<file path="src/lsac_pkg.sv">
package lsac_pkg;

  // Array geometry
  localparam int NUM_CHANNELS = 8;
  localparam int SAMPLE_W     = 8;
  localparam int SAMPLES_W    = NUM_CHANNELS * SAMPLE_W;
  localparam int CNT_W        = $clog2(NUM_CHANNELS + 1);

  // Result field widths and packing
  localparam int DARK_COUNT_W  = 4;
  localparam int OUT_FIELDS_W  = NUM_CHANNELS + DARK_COUNT_W + 2;
  localparam int OUT_DATA_W    = ((OUT_FIELDS_W + 7) / 8) * 8;
  localparam int CMP_W         = CNT_W + 4;

  // Configuration registers
  localparam int CAL_FRAMES_W = 8;
  localparam int MAJORITY_W   = 4;
  localparam int CFG_DATA_W   = 8;
  localparam int CFG_ADDR_W   = 1;

  localparam logic [CFG_ADDR_W-1:0] CFG_CAL_FRAMES = 1'd0;
  localparam logic [CFG_ADDR_W-1:0] CFG_MAJORITY   = 1'd1;

  localparam logic [CAL_FRAMES_W-1:0] CAL_FRAMES_RST = 8'd100;
  localparam logic [MAJORITY_W-1:0]   MAJORITY_RST   = 4'd4;

  // Per-channel reset values
  localparam logic [SAMPLE_W-1:0] PEAK_RST  = 8'd230;
  localparam logic [SAMPLE_W-1:0] FLOOR_RST = 8'd5;
  localparam logic [SAMPLE_W-1:0] THR_RST   = 8'd117;
  localparam logic [SAMPLE_W-1:0] MAX_RST   = 8'd0;
  localparam logic [SAMPLE_W-1:0] MIN_RST   = 8'd255;

  typedef enum logic [1:0] {
    CMD_SCAN  = 2'd0,
    CMD_BLACK = 2'd1,
    CMD_WHITE = 2'd2,
    CMD_APPLY = 2'd3
  } cmd_t;

  // One beat as it travels down the row of cells
  typedef struct packed {
    logic                    vld;
    cmd_t                    cmd;
    logic                    commit;
    logic [SAMPLES_W-1:0]    samples;
    logic [NUM_CHANNELS-1:0] bits;
    logic [CNT_W-1:0]        count;
  } lsac_beat_t;

endpackage

</file>
<file path="src/lsac_cell.sv">
module lsac_cell
  import lsac_pkg::*;
(
  input  logic       clk,
  input  logic       rst_n,
  input  logic       adv,
  input  lsac_beat_t beat_i,
  output lsac_beat_t beat_o
);

  logic [SAMPLE_W-1:0] thr_r, thr_nxt;
  logic [SAMPLE_W-1:0] peak_r, peak_nxt;
  logic [SAMPLE_W-1:0] floor_r, floor_nxt;
  logic [SAMPLE_W-1:0] max_r, max_nxt;
  logic [SAMPLE_W-1:0] min_r, min_nxt;
  lsac_beat_t          beat_r, beat_nxt;

  logic [SAMPLE_W-1:0]           smp;
  logic                          dark;
  logic [SAMPLE_W-1:0]           hi;
  logic [SAMPLE_W-1:0]           lo;
  logic [SAMPLE_W:0]             mid_sum;
  logic [SAMPLES_W+SAMPLE_W-1:0] smp_ext;
  logic [NUM_CHANNELS:0]         bits_ext;

  // This cell always works on the lowest sample of the beat
  assign smp      = beat_i.samples[SAMPLE_W-1:0];
  assign dark     = (beat_i.cmd == CMD_SCAN) && (smp > thr_r);
  assign hi       = (smp > max_r) ? smp : max_r;
  assign lo       = (smp < min_r) ? smp : min_r;
  assign mid_sum  = {1'b0, peak_r} + {1'b0, floor_r};
  assign smp_ext  = {{SAMPLE_W{1'b0}}, beat_i.samples};
  assign bits_ext = {dark, beat_i.bits};

  // Beat handed to the next cell: samples move down, the decision enters at the top
  always_comb begin
    beat_nxt         = beat_i;
    beat_nxt.samples = smp_ext[SAMPLES_W+SAMPLE_W-1:SAMPLE_W];
    beat_nxt.bits    = bits_ext[NUM_CHANNELS:1];
    beat_nxt.count   = beat_i.count + CNT_W'(dark);
  end

  // Channel state update for the beat passing through
  always_comb begin
    thr_nxt   = thr_r;
    peak_nxt  = peak_r;
    floor_nxt = floor_r;
    max_nxt   = max_r;
    min_nxt   = min_r;
    if (beat_i.vld) begin
      case (beat_i.cmd)
        CMD_BLACK: begin
          if (beat_i.commit) begin
            peak_nxt = hi;
            max_nxt  = MAX_RST;
          end else begin
            max_nxt  = hi;
          end
        end
        CMD_WHITE: begin
          if (beat_i.commit) begin
            floor_nxt = lo;
            min_nxt   = MIN_RST;
          end else begin
            min_nxt   = lo;
          end
        end
        CMD_APPLY: begin
          thr_nxt = mid_sum[SAMPLE_W:1];
        end
        default: begin
          thr_nxt = thr_r;
        end
      endcase
    end
  end

  always_ff @(posedge clk) begin
    if (!rst_n) begin
      thr_r      <= THR_RST;
      peak_r     <= PEAK_RST;
      floor_r    <= FLOOR_RST;
      max_r      <= MAX_RST;
      min_r      <= MIN_RST;
      beat_r.vld <= 1'b0;
    end else if (adv) begin
      thr_r   <= thr_nxt;
      peak_r  <= peak_nxt;
      floor_r <= floor_nxt;
      max_r   <= max_nxt;
      min_r   <= min_nxt;
      beat_r  <= beat_nxt;
    end
  end

  assign beat_o = beat_r;

  // A commit flag only ever rides on a calibration frame
  a_commit_cal : assert property (@(posedge clk) disable iff (!rst_n)
    (beat_r.vld && beat_r.commit) |-> (beat_r.cmd == CMD_BLACK || beat_r.cmd == CMD_WHITE))
    else $error("commit on a non-calibration beat");

endmodule

</file>
<file path="src/lsac_run_ctrl.sv">
module lsac_run_ctrl
  import lsac_pkg::*;
(
  input  logic                    clk,
  input  logic                    rst_n,
  input  logic                    accept,
  input  cmd_t                    cmd,
  input  logic [CAL_FRAMES_W-1:0] cal_frames,
  output logic                    commit
);

  logic [CAL_FRAMES_W-1:0] dark_seen_r, dark_seen_nxt;
  logic [CAL_FRAMES_W-1:0] light_seen_r, light_seen_nxt;
  logic [CAL_FRAMES_W-1:0] dark_inc;
  logic [CAL_FRAMES_W-1:0] light_inc;
  logic                    dark_full;
  logic                    light_full;

  assign dark_inc   = dark_seen_r + CAL_FRAMES_W'(1'b1);
  assign light_inc  = light_seen_r + CAL_FRAMES_W'(1'b1);
  assign dark_full  = dark_inc >= cal_frames;
  assign light_full = light_inc >= cal_frames;

  // Run length bookkeeping for the frame about to enter the row
  always_comb begin
    commit         = 1'b0;
    dark_seen_nxt  = dark_seen_r;
    light_seen_nxt = light_seen_r;
    case (cmd)
      CMD_BLACK: begin
        commit        = dark_full;
        dark_seen_nxt = dark_full ? '0 : dark_inc;
      end
      CMD_WHITE: begin
        commit         = light_full;
        light_seen_nxt = light_full ? '0 : light_inc;
      end
      default: begin
        commit = 1'b0;
      end
    endcase
  end

  always_ff @(posedge clk) begin
    if (!rst_n) begin
      dark_seen_r  <= '0;
      light_seen_r <= '0;
    end else if (accept) begin
      dark_seen_r  <= dark_seen_nxt;
      light_seen_r <= light_seen_nxt;
    end
  end

  // A committing black frame restarts the black run
  a_dark_restart : assert property (@(posedge clk) disable iff (!rst_n)
    (accept && cmd == CMD_BLACK && commit) |=> (dark_seen_r == '0))
    else $error("black run did not restart after commit");

endmodule

</file>
<file path="src/line_sensor_array_classifier_core.sv">
// Line sensor array classifier.
// Input beats arrive on in_tvalid/in_tready: in_tuser carries the command (scan,
// black calibration, white calibration, apply thresholds) and in_tdata the eight
// 8-bit reflectance samples, channel 0 in the lowest byte. Every input beat gives
// exactly one result beat on out_tvalid/out_tready. The samples walk down a row
// of identical cells, one cell per channel, each holding that channel's threshold,
// committed peak and floor, and running max and min. A new beat is taken on every
// cycle unless the output stalls; the result passes through the cell registers,
// then the output register. The majority test and inversion are done as the beat
// enters the output register. When the receiver stalls a full output register, the
// whole row freezes and in_tready drops in the same cycle; nothing is lost or
// repeated. Configuration is written on cfg_wr_en with cfg_addr 0 for the
// calibration run length and 1 for the majority level; the user must write it
// only while no beat is in flight, which the block does not enforce. Reset leaves
// thresholds at 117, peaks at 230, floors at 5, run counters cleared, run length
// 100 and majority level 4; the block is ready the cycle after reset.
module line_sensor_array_classifier_core
  import lsac_pkg::*;
(
  input  logic                  clk,
  input  logic                  rst_n,
  // Configuration write port
  input  logic                  cfg_wr_en,
  input  logic [CFG_ADDR_W-1:0] cfg_addr,
  input  logic [CFG_DATA_W-1:0] cfg_wdata,
  // Input stream
  input  logic                  in_tvalid,
  output logic                  in_tready,
  input  logic [SAMPLES_W-1:0]  in_tdata,  // sample_0 .. sample_7, 8 bits each
  input  logic [1:0]            in_tuser,  // cmd
  // Result stream
  output logic                  out_tvalid,
  input  logic                  out_tready,
  output logic [OUT_DATA_W-1:0] out_tdata  // line_bits, dark_count, white_line,
                                           // calibration_done, zero fill
);

  logic [CAL_FRAMES_W-1:0] cal_frames_r;
  logic [MAJORITY_W-1:0]   majority_r;

  logic       adv;
  logic       accept;
  logic       commit;
  cmd_t       in_cmd;
  lsac_beat_t chain [NUM_CHANNELS+1];
  lsac_beat_t last;

  logic                    out_valid_r;
  logic [NUM_CHANNELS-1:0] line_bits_r, line_bits_nxt;
  logic [DARK_COUNT_W-1:0] dark_count_r, dark_count_nxt;
  logic                    white_r, white_nxt;
  logic                    done_r, done_nxt;

  // Configuration registers
  always_ff @(posedge clk) begin
    if (!rst_n) begin
      cal_frames_r <= CAL_FRAMES_RST;
      majority_r   <= MAJORITY_RST;
    end else if (cfg_wr_en) begin
      case (cfg_addr)
        CFG_CAL_FRAMES: cal_frames_r <= cfg_wdata[CAL_FRAMES_W-1:0];
        CFG_MAJORITY:   majority_r   <= cfg_wdata[MAJORITY_W-1:0];
        default: begin
          cal_frames_r <= cal_frames_r;
        end
      endcase
    end
  end

  // The row moves whenever the output register is empty or being drained
  assign adv       = !out_valid_r || out_tready;
  assign in_tready = adv;
  assign accept    = in_tvalid && adv;
  assign in_cmd    = cmd_t'(in_tuser);

  lsac_run_ctrl u_run_ctrl (
    .clk        (clk),
    .rst_n      (rst_n),
    .accept     (accept),
    .cmd        (in_cmd),
    .cal_frames (cal_frames_r),
    .commit     (commit)
  );

  // Beat entering the first cell
  always_comb begin
    chain[0].vld     = in_tvalid;
    chain[0].cmd     = in_cmd;
    chain[0].commit  = commit;
    chain[0].samples = in_tdata;
    chain[0].bits    = '0;
    chain[0].count   = '0;
  end

  for (genvar g = 0; g < NUM_CHANNELS; g++) begin : g_cell
    lsac_cell u_cell (
      .clk    (clk),
      .rst_n  (rst_n),
      .adv    (adv),
      .beat_i (chain[g]),
      .beat_o (chain[g+1])
    );
  end

  assign last = chain[NUM_CHANNELS];

  // Majority test and inversion for scans, calibration status for the rest
  always_comb begin
    white_nxt      = (last.cmd == CMD_SCAN) && (CMP_W'(last.count) >= CMP_W'(majority_r));
    line_bits_nxt  = white_nxt ? ~last.bits : last.bits;
    dark_count_nxt = DARK_COUNT_W'(last.count);
    done_nxt       = last.commit;
  end

  always_ff @(posedge clk) begin
    if (!rst_n) begin
      out_valid_r <= 1'b0;
    end else if (adv) begin
      out_valid_r <= last.vld;
    end
  end

  always_ff @(posedge clk) begin
    if (adv) begin
      line_bits_r  <= line_bits_nxt;
      dark_count_r <= dark_count_nxt;
      white_r      <= white_nxt;
      done_r       <= done_nxt;
    end
  end

  assign out_tvalid = out_valid_r;
  assign out_tdata  = OUT_DATA_W'({done_r, white_r, dark_count_r, line_bits_r});

  // A white line needs the majority count behind it
  a_white_majority : assert property (@(posedge clk) disable iff (!rst_n)
    (out_valid_r && white_r) |-> (CMP_W'(dark_count_r) >= CMP_W'(majority_r)))
    else $error("white line reported below majority level");

  // A finished calibration run never carries scan results
  a_done_clean : assert property (@(posedge clk) disable iff (!rst_n)
    (out_valid_r && done_r) |-> (line_bits_r == '0 && dark_count_r == '0 && !white_r))
    else $error("calibration result carries scan fields");

  // A stalled output leaves the row and the result frozen
  a_stall_freeze : assert property (@(posedge clk) disable iff (!rst_n)
    (out_valid_r && !out_tready) |=> ($stable(line_bits_r) && $stable(done_r) && out_valid_r))
    else $error("result changed under stall");

endmodule

</file>
<file path="config.mk">
export PLATFORM = sky130hd
export DESIGN_NAME = line_sensor_array_classifier_core
export DESIGN_NICKNAME = d
export VERILOG_FILES = /design/src/lsac_pkg.sv /design/src/lsac_cell.sv /design/src/lsac_run_ctrl.sv /design/src/line_sensor_array_classifier_core.sv
export SDC_FILE = /design/constraint.sdc
export NUM_CORES = 1
export LEC_CHECK = 0
export BUFFER_PORTS_ARGS = -buffer_cell sky130_fd_sc_hd__buf_4
export CORE_ASPECT_RATIO = 1.2
export CORE_UTILIZATION = 39
export CTS_BUF_LIST = sky130_fd_sc_hd__clkbuf_4 sky130_fd_sc_hd__clkbuf_8
export DETAILED_ROUTE_END_ITERATION = 12
export GPL_TIMING_DRIVEN = 0
export PLACE_DENSITY = 0.5
export SLEW_MARGIN = 20
export SYNTH_ARGS = -nofsm -noshare
export SYNTH_HDL_FRONTEND = slang
export SYNTH_SLANG_ARGS = --single-unit
</file>
<file path="constraint.sdc">
create_clock -name clk -period 20.4 [get_ports clk]
set_input_delay 1.02 -clock clk [delete_from_list [all_inputs] [get_ports clk]]
set_output_delay 1.02 -clock clk [all_outputs]
set_load 0.02 [all_outputs]
</file>
==> results of run 1 <==
==> synthesized netlist by cell type, types with 8 or more instances <==
cell type  count  share of area (%)
a32o_1        32                1.0
xor2_1        19               0.52
dfxtp_1      357                 22
a21oi_1      194                3.0
a211o_1       11               0.30
and3_1        12               0.23
a211oi_1      24               0.56
or4_1         14               0.33
and4b_1       25               0.78
xnor2_1       12               0.33
a21o_1        51                1.2
buf_1         10               0.12
nor4b_1       14               0.38
o2111ai_1     10               0.27
o31ai_1       15               0.35
nand2_1      181                2.1
inv_1        248                2.9
o211ai_1      64                1.5
o21bai_1       9               0.21
nor2b_1       38               0.74
a21boi_0       9               0.21
clkbuf_1      78               0.91
edfxtp_1     323                 30
and2_1        18               0.35
nor4_1        13               0.25
nor3_1        94                1.5
a311oi_1      18               0.49
buf_2         13               0.20
a22o_1        28               0.76
o21ai_0      134                2.1
nor2_1       140                1.6
nand2b_1      16               0.31
a31oi_1        8               0.16
nand4_1       44               0.86
ha_1         279                 11
mux2i_1      103                3.2
nand3_1       80                1.2
o311a_1       15               0.47
o21a_1        25               0.58
nor3b_1        9               0.21
fa_1           8               0.50
buf_6         12               0.42
==> cell type report <==
| cell class | instances | area share, % |
|---|---|---|
| buffer | 117 | 1.53 |
| multi-input combinational | 1860 | 37.2 |
| inverter | 249 | 2.53 |
| clock inverter | 45 | 1.14 |
| clock buffer | 176 | 5.88 |
| tap | 1044 | 3.52 |
| sequential | 680 | 45.5 |
| antenna | 3 | 0.0203 |
| timing repair buffer | 109 | 2.74 |
==> path summary, 6_finish.rpt <==
path / end / cells after the start / startpoint / slack (ns)
worst min register to register: g_cell[1].u_cell.beat_o[37] / 0 / g_cell[0].u_cell.beat_o[45] / 0.41
worst max register to register: g_cell[0].u_cell.max_r[5] / 13 / u_run_ctrl.light_seen_r[0] / 17.09
worst max-delay path: g_cell[6].u_cell.beat_o[17] / 10 / rst_n / 15.72
worst min-delay path: g_cell[1].u_cell.beat_o[37] / 0 / g_cell[0].u_cell.beat_o[45] / 0.41
==> through the flow <==
stage | hold slack (ns) | worst slack (ns) | util, % | instances | cell area (µm²)
3_3_place_gp | 0.402 | -2.90 | 42.1 | 4044 | 34100
2_1_floorplan | 0.400 | 4.62 | - | 2906 | 32100
3_5_place_dp | 0.405 | 14.86 | 42.5 | 4058 | 34400
5_1_grt | 0.393 | 15.65 | 45.7 | 4283 | 37100
4_1_cts | 0.357 | 15.69 | 45.7 | 4279 | 37000
6_report | 0.407 | 15.72 | 45.7 | 4283 | 37100
==> state kept, by name (all words and copies together), names as in the netlist <==
name	flops
cal_frames_r	8
g_cell.u_cell.min_r	64
line_bits_r	8
u_run_ctrl.dark_seen_r	8
majority_r	4
g_cell.u_cell.beat_o	317
g_cell.u_cell.max_r	64
u_run_ctrl.light_seen_r	8
g_cell.u_cell.floor_r	64
g_cell.u_cell.thr_r	64
g_cell.u_cell.peak_r	64
white_r	1
dark_count_r	4
out_tvalid	1
done_r	1
==> report_power, final <==
group,leakage [nW],internal (W),switching (W)
combinational,8.08,0.0000733,0.000117
clock,1.37,0.000782,0.000577
sequential,6.07,0.00149,0.0000413
total,15.5,0.00234,0.000735
==> cell families after synthesis <==
| group | Yosys count |
|---|---|
| fa+ha+maj | 287 |
| flops | 680 |
| xor+xnor | 31 |
| mux | 105 |
| simple gates | 728 |
| buf+inv | 366 |
| other cells | 1 |
| compound gates | 707 |
==> layer usage <==
layer	share of wire, %	global-route usage (%)	up-vias
met5	0	0	-
met4	3.6	8.95	0
met3	4.0	3.00	177
met2	49	35.3	497
met1	43	24.5	11200
li1	-	-	11200
==> reports/results.ini, run 1 <==
[floorplan]
core-area_mm2=0.0810
boundaryPins=98
die-area_mm2=0.0835
die_y_um=316
die_w_um=264
initial_utilization_pct=39.6
rows=114

[timing]
finalSetupViolCount=0
rsz0062_at_grt=no
post-route-period-util_pct=23.0
hold_viol=0
finClkSkew_ns=0.0413
tightest_slew_ns=1.20
fin_crit_ns=4.68
tns_ns=0
max_slew_margin_pct=19.9
slew_viol_final=0
max_freq_mhz=214

[layout]
final_common_cell=dfxtp_1
fillers=7568
final_cell_mix=357 x dfxtp_1, 323 x edfxtp_1, 279 x ha_1
final_nets=3501
area_growth_syn_to_layout_pct=15.4
seqCellArea_mm2=0.0168
multi_input_area_mm2=0.0138
drive_gt1_share_pct=12.2

[pwr]
ir_drop_uv=51.0
p_total_w=0.00308
leakage_nw=15.5
power_density_mw_per_mm2=83.1

[clock_network]
post_cts_buffers=0
cts-root-buf=clkbuf_8
clock_latency_ns=0.77
cts_tree=yes
cts_made_buffers=117
path_clk_slew_ns=0.06
htree_levels=3
clkSinkCount=680
post_cts_resize_count=0
cts_hold_buffers=0
cts.path.max_buffers=3

[synthesis]
yosysUniqueCellTypes=75
synthAdderAreaFrac_pct=11.4
synthArstFlopShare_pct=0
synth_top_family_by_area=compound AO/OA/AOI/OAI gates
netlist_instances=2905
ys_seq_area_share_pct=52.5
synth_mux_area_share_pct=3.28
synth_edf_count=323
yosysWarningCount=0
synth-main-ff-cell=dfxtp_1
synth_compound_area_share_pct=15.6
syn_avg_cell_area_um2=11.1
synth-simple-area-share_pct=11.8
netlist_area_mm2=0.0321
synth_xor_area_share_pct=0.846
yosys_register_bits=680

[critical_path]
path_cells=clkbuf_2 -> inv_1 -> clkbuf_1 -> clkbuf_1 -> buf_1 -> nor2_4 -> buf_12 -> buf_8 -> buf_12 -> buf_12
cpMaxStageDelayCell=clkbuf_1
required_ns=20.90
start_kind=input port
slowest_delay_ns=0.85
worstSetupPathType=in2reg
end_kind=flip-flop
cp_max_fo=29
arrival_ns=5.18
critical_path.top_delay_family=buffers and inverters
critPathBufInv=9
cp_common_cell=buf_12

[routing]
drt-initial-drc-count=1306
drt_pass1_iterations=7
routed_wl_um=84100
ant_nets=0
wl_per_cell_um=19.6
drc=0
num_vias=23100
avgViaCountPerCell=5.40

[hold_path]
hp-class=reg2reg

[grt]
grt_max_degree=31
grt_first_pass_wirelength_um=130000
track_usage_pct=20.1
antenna_found_initial=5
grt_pass1_vias=23300
grt_overflow=0

[run]
maxCapViolCount=0

[placed_design]
gp_congestion=0.848
hpwl_um=60400
port_buffers=94

[status]
status=completed

(Power assumes the default switching activity.)
==> inputs of run 2 (changes only) <==
--- a/config.mk
+++ b/config.mk
@@ -11,7 +11,7 @@
 export CTS_BUF_LIST = sky130_fd_sc_hd__clkbuf_4 sky130_fd_sc_hd__clkbuf_8
 export DETAILED_ROUTE_END_ITERATION = 12
 export GPL_TIMING_DRIVEN = 0
-export PLACE_DENSITY = 0.5
+export PLACE_DENSITY = 0.52
 export SLEW_MARGIN = 20
 export SYNTH_ARGS = -nofsm -noshare
 export SYNTH_HDL_FRONTEND = slang
==> constraint.sdc (replaced) <==
create_clock -name clk -period 3.75 [get_ports clk]
set_input_delay 0.1875 -clock clk [delete_from_list [all_inputs] [get_ports clk]]
set_output_delay 0.1875 -clock clk [all_outputs]
set_load 0.02 [all_outputs]
==> reports/results.ini, run 2 (synthesis results as in run 1) <==
[clock_network]
clkSinkCount=680  ; unchanged
clock_latency_ns=0.76  ; was 0.77 ns
post_cts_resize_count=0  ; unchanged
cts_tree=yes  ; unchanged
cts.path.max_buffers=3  ; unchanged
path_clk_slew_ns=0.06  ; about the same
cts_hold_buffers=88  ; was 0
htree_levels=3  ; unchanged
post_cts_buffers=0  ; unchanged
cts_made_buffers=115  ; was 117
cts-root-buf=clkbuf_8  ; unchanged

[critical_path]
slowest_delay_ns=0.42  ; was 0.85 ns
regToRegStartpoint=u_run_ctrl.light_seen_r[0]  ; unchanged
reg2reg_depth=13  ; unchanged
r2r-end=g_cell[0].u_cell.peak_r[1]  ; was g_cell[0].u_cell.max_r[5]
r2r_slack_ns=0.41  ; was 17.09 ns
required_ns=4.35  ; was 20.90 ns
cpMaxStageDelayCell=dfxtp_1  ; was clkbuf_1
cp_max_fo=10  ; was 29
end_kind=flip-flop  ; unchanged
critical_path.top_delay_family=compound AO/OA/AOI/OAI gates  ; was buffers and inverters
start_kind=flip-flop  ; was input port
cp_common_cell=ha_1  ; was buf_12
path_cells=ha_1 -> nand3_1 -> nor2_1 -> xor2_1 -> ha_1 -> a21o_1 -> a221oi_2 -> o21ai_1 -> a22o_1 -> buf_6 -> buf_2 -> a211oi_1 -> a31oi_1  ; was clkbuf_2 -> inv_1 -> clkbuf_1 -> clkbuf_1 -> buf_1 -> nor2_4 -> buf_12 -> buf_8 -> buf_12 -> buf_12
worstSetupPathType=reg2reg  ; was in2reg
arrival_ns=3.94  ; was 5.18 ns
critPathBufInv=2  ; was 9

[timing]
slew_viol_final=0  ; unchanged
hold_viol=0  ; unchanged
max_slew_margin_pct=22.7  ; was 19.9%
post-route-period-util_pct=89.0
finalSetupViolCount=0  ; unchanged
finClkSkew_ns=0.0325  ; was 0.0413 ns
fin_crit_ns=3.34
max_freq_mhz=300
tightest_slew_ns=1.16  ; was 1.20 ns
layout_setup_ws_ns=0.413  ; was 15.72 ns
rsz0062_at_grt=no  ; unchanged
tns_ns=0  ; unchanged

[pwr]
p_total_w=0.0166  ; was 0.00308 W
power_density_mw_per_mm2=437  ; was 83.1 mW/mm²
ir_drop_uv=248  ; was 51.0 µV
leakage_nw=15.9  ; was 15.5 nW

[grt]
grt_pass1_vias=23900  ; was 23300
grt_first_pass_wirelength_um=132000  ; was 130000 µm
antenna_found_initial=2  ; was 5
track_usage_pct=20.2  ; was 20.1%
grt_overflow=0  ; unchanged
grt_max_degree=31  ; unchanged

[routing]
wl_per_cell_um=19.3  ; was 19.6 µm
highest_layer=met4  ; unchanged
m1WireLength_um=36800  ; was 36500 µm
wl_met2_um=41400  ; was 41200 µm
drc=0  ; unchanged
drt_pass1_iterations=7  ; unchanged
wl_met3_um=3580  ; was 3360 µm
drt-initial-drc-count=1443  ; was 1306
num_vias=23500  ; was 23100
ant_nets=0  ; unchanged
routed_wl_um=84200  ; was 84100 µm
avgViaCountPerCell=5.39  ; was 5.40

[floorplan]
initial_utilization_pct=39.6  ; unchanged
die_y_um=316  ; unchanged
core-area_mm2=0.0810  ; unchanged
boundaryPins=98  ; unchanged
die_w_um=264  ; unchanged
rows=114  ; unchanged
die-area_mm2=0.0835  ; unchanged

[layout]
final_common_cell=dfxtp_1  ; unchanged
final_cell_mix=357 x dfxtp_1, 323 x edfxtp_1, 279 x ha_1  ; unchanged
largest_reg_flops=317  ; unchanged
drive_gt1_share_pct=12.0  ; was 12.2%
final_cells=4367  ; was 4283
area_growth_syn_to_layout_pct=18.0  ; was 15.4%
fillers=7446  ; was 7568
multi_input_area_mm2=0.0138  ; unchanged
final_nets=3585  ; was 3501
seqCellArea_mm2=0.0168  ; unchanged

[run]
maxCapViolCount=0  ; unchanged

[hold_path]
hold_start=in_tdata[12]  ; was g_cell[0].u_cell.beat_o[45]
hold_depth=2  ; was 0
min_to=g_cell[0].u_cell.beat_o[16]  ; was g_cell[1].u_cell.beat_o[37]
hp-class=in2reg  ; was reg2reg

[placed_design]
hpwl_um=60200  ; was 60400 µm
port_buffers=94  ; unchanged
dpl.cell_count=4057  ; was 4058
dpl_worst_slack_ns=0.363  ; was 14.86 ns
gp_congestion=0.871  ; was 0.848

[status]
status=completed  ; unchanged

## run 2: layout make-up
class / count / share of cell area [%]
Clock inverter: 55 / 1.12
Timing Repair Buffer: 195 / 5.01
Buffer: 117 / 1.63
Tap cell: 1044 / 3.45
Inverter: 249 / 2.49
Sequential cell: 680 / 44.5
Multi-Input combinational cell: 1860 / 36.4
Antenna cell: 3 / 0.0198
Clock buffer: 164 / 5.45
## run 2: layer usage
metal | up-vias | GRT usage, %
met1 | 11400 | 24.9
met4 | 0 | 7.23
met5 | - | 0
met2 | 531 | 35.8
li1 | 11400 | -
met3 | 165 | 3.18
## run 2: worst max path at each step
stage,from,end,slack [ns],cells past startpoint
after floorplan,rst_n,g_cell[0].u_cell.beat_o[11],-1.99,6
after global placement,rst_n,g_cell[0].u_cell.beat_o[49],-4.11,6
after detailed placement,rst_n,g_cell[2].u_cell.thr_r[7],0.36,6
after CTS,u_run_ctrl.light_seen_r[0],g_cell[0].u_cell.peak_r[1],0.39,13
after global routing,u_run_ctrl.light_seen_r[0],g_cell[0].u_cell.peak_r[1],0.08,13
final,u_run_ctrl.light_seen_r[0],g_cell[0].u_cell.peak_r[1],0.41,13
## run 2: per-stage QoR
step / hold slack (ns) / area (µm²) / utilization, %
2_1_floorplan: 0.286 / 32200 / -
3_3_place_gp: 0.365 / 34200 / 42.2
3_5_place_dp: 0.367 / 34500 / 42.6
4_1_cts: 0.0840 / 37900 / 46.8
5_1_grt: 0.103 / 37900 / 46.8
6_report: 0.144 / 37900 / 46.8
## run 2: report_power, final
| group | switching [W] | leakage, nW | total (W) | internal, W |
|---|---|---|---|---|
| Sequential | 0.000227 | 6.07 | 0.00833 | 0.00810 |
| Combinational | 0.000650 | 8.48 | 0.00111 | 0.000463 |
| Clock | 0.00314 | 1.33 | 0.00711 | 0.00397 |
==> inputs of run 3 (changes only) <==
--- a/config.mk
+++ b/config.mk
@@ -12,6 +12,7 @@
 export DETAILED_ROUTE_END_ITERATION = 12
 export GPL_TIMING_DRIVEN = 0
 export PLACE_DENSITY = 0.52
+export RECOVER_POWER = 50
 export SLEW_MARGIN = 20
 export SYNTH_ARGS = -nofsm -noshare
 export SYNTH_HDL_FRONTEND = slang
==> reports/results.ini, run 3 (synthesis results as in run 1) <==
[status]
status=completed  ; unchanged

[clock_network]
cts_tree=yes  ; unchanged
htree_levels=3  ; unchanged
cts-root-buf=clkbuf_8  ; unchanged
cts.path.max_buffers=3  ; unchanged
path_clk_slew_ns=0.06  ; about the same
cts_made_buffers=115  ; unchanged
clkSinkCount=680  ; unchanged
clock_latency_ns=0.76  ; about the same

[hold_path]
hold_depth=2  ; unchanged
min_to=g_cell[0].u_cell.beat_o[16]  ; unchanged
hold_start=in_tdata[12]  ; unchanged
hp-class=in2reg  ; unchanged

[critical_path]
startpoint=rst_n  ; was u_run_ctrl.light_seen_r[0]
slowest_delay_ns=1.04  ; was 0.42 ns
worstSetupPathType=in2reg  ; was reg2reg
start_kind=input port  ; was flip-flop
r2r_slack_ns=0.37  ; was 0.41 ns
path_cells=dlygate4sd3_1 -> clkbuf_16 -> inv_6 -> clkbuf_8 -> clkbuf_1 -> clkbuf_1 -> nor2_1 -> buf_16 -> buf_16 -> buf_12  ; was ha_1 -> nand3_1 -> nor2_1 -> xor2_1 -> ha_1 -> a21o_1 -> a221oi_2 -> o21ai_1 -> a22o_1 -> buf_6 -> buf_2 -> a211oi_1 -> a31oi_1
cpMaxStageDelayCell=nor2_1  ; was dfxtp_1
arrival_ns=3.91  ; was 3.94 ns
cp_max_fo=29  ; was 10
end_kind=flip-flop  ; unchanged
r2r-end=g_cell[0].u_cell.peak_r[1]  ; unchanged
regToRegStartpoint=u_run_ctrl.light_seen_r[0]  ; unchanged
required_ns=4.18  ; was 4.35 ns
critical_path.top_delay_family=buffers and inverters  ; was compound AO/OA/AOI/OAI gates
critPathBufInv=9  ; was 2
reg2reg_depth=13  ; unchanged

[routing]
drt-initial-drc-count=1466  ; was 1443
drc=0  ; unchanged
drt_pass1_iterations=9  ; was 7
routed_wl_um=84100  ; was 84200 µm
avgViaCountPerCell=5.37  ; was 5.39
num_vias=23500  ; about the same
ant_nets=0  ; unchanged
wl_per_cell_um=19.3  ; about the same

[layout]
design_area_mm2=0.0377  ; was 0.0379 mm²
final_common_cell=dfxtp_1  ; unchanged
drive_gt1_share_pct=11.4  ; was 12.0%
seqCellArea_mm2=0.0168  ; unchanged
fillers=7480  ; was 7446
final_cell_mix=357 x dfxtp_1, 323 x edfxtp_1, 279 x ha_1  ; unchanged
multi_input_area_mm2=0.0138  ; about the same
largest_reg_flops=317  ; unchanged
final_nets=3585  ; unchanged
area_growth_syn_to_layout_pct=17.5  ; was 18.0%

[floorplan]
rows=114  ; unchanged
core-area_mm2=0.0810  ; unchanged
die_w_um=264  ; unchanged
initial_utilization_pct=39.6  ; unchanged
boundaryPins=98  ; unchanged
die_y_um=316  ; unchanged
die-area_mm2=0.0835  ; unchanged

[timing]
rsz0062_at_grt=no  ; unchanged
max_slew_margin_pct=18.4  ; was 22.7%
hold_viol=0  ; unchanged
finalSetupViolCount=0  ; unchanged
tightest_slew_ns=1.22  ; was 1.16 ns
finClkSkew_ns=0.0341  ; was 0.0325 ns
fin_crit_ns=3.47  ; was 3.34 ns
tns_ns=0  ; unchanged
slew_viol_final=0  ; unchanged
post-route-period-util_pct=92.6  ; was 89.0%
hold_ws_ns=0.161  ; was 0.144 ns
max_freq_mhz=288  ; was 300 MHz

[pwr]
p_total_w=0.0165  ; was 0.0166 W
power_density_mw_per_mm2=438  ; was 437 mW/mm²
leakage_nw=15.8  ; was 15.9 nW
ir_drop_uv=246  ; was 248 µV

[placed_design]
place_area_mm2=0.0345  ; unchanged
gp_congestion=0.871  ; unchanged
hpwl_um=60200  ; unchanged
port_buffers=94  ; unchanged

[grt]
grt_max_degree=31  ; unchanged
grt_pass1_vias=23900  ; unchanged
grt_overflow=0  ; unchanged
track_usage_pct=20.2  ; unchanged
grt_first_pass_wirelength_um=132000  ; unchanged
antenna_found_initial=2  ; unchanged

[run]
maxCapViolCount=0  ; unchanged

==> run 3: how the worst max path moves through the flow <==
| stage | endpoint | cells past startpoint |
|---|---|---|
| floorplan | g_cell[0].u_cell.beat_o[11] | 6 |
| global route | g_cell[1].u_cell.beat_o[19] | 10 |
| global placement | g_cell[0].u_cell.beat_o[49] | 6 |
| detailed placement | g_cell[2].u_cell.thr_r[7] | 6 |
| finish | g_cell[1].u_cell.beat_o[12] | 10 |
| CTS | g_cell[0].u_cell.peak_r[1] | 13 |
==> run 3: area by class of cell <==
type                    instances  area share, %
diodes                          4         0.0265
flip-flops and latches        680           44.6
repair buffers                195           4.70
well taps                    1044           3.46
multi-input cells            1860           36.5
plain buffers                 117           1.59
inverters                     249           2.49
clock inverters                55           1.13
clock buffers                 164           5.47
==> run 3: metal layers <==
| layer | share of wire (%) | track usage [%] | vias up |
|---|---|---|---|
| met5 | 0 | 0 | - |
| met3 | 4.3 | 3.18 | 163 |
| met4 | 2.9 | 7.23 | 0 |
| met1 | 44 | 24.9 | 11300 |
| met2 | 49 | 35.8 | 534 |
| li1 | - | - | 11400 |
==> run 3: power by group <==
group | switching (W) | leakage (nW) | internal [W]
clock network | 0.00314 | 1.33 | 0.00397
logic | 0.000646 | 8.37 | 0.000438
registers | 0.000228 | 6.07 | 0.00810
==> run 3: repair_timing <==
action / in CTS / in global routing
endpoints found under the hold margin: 116 / 0
resized for setup: 0 / 0
buffers inserted: 0 / 0
hold buffers: 88 / 0
==> run 3: through the flow <==
stage	instances	util, %	setup WS [ns]
2_1_floorplan	2906	-	-1.99
3_3_place_gp	4044	42.2	-4.11
3_5_place_dp	4057	42.6	0.363
4_1_cts	4364	46.8	0.391
5_1_grt	4367	46.6	0.0575
6_report	4368	46.6	0.276
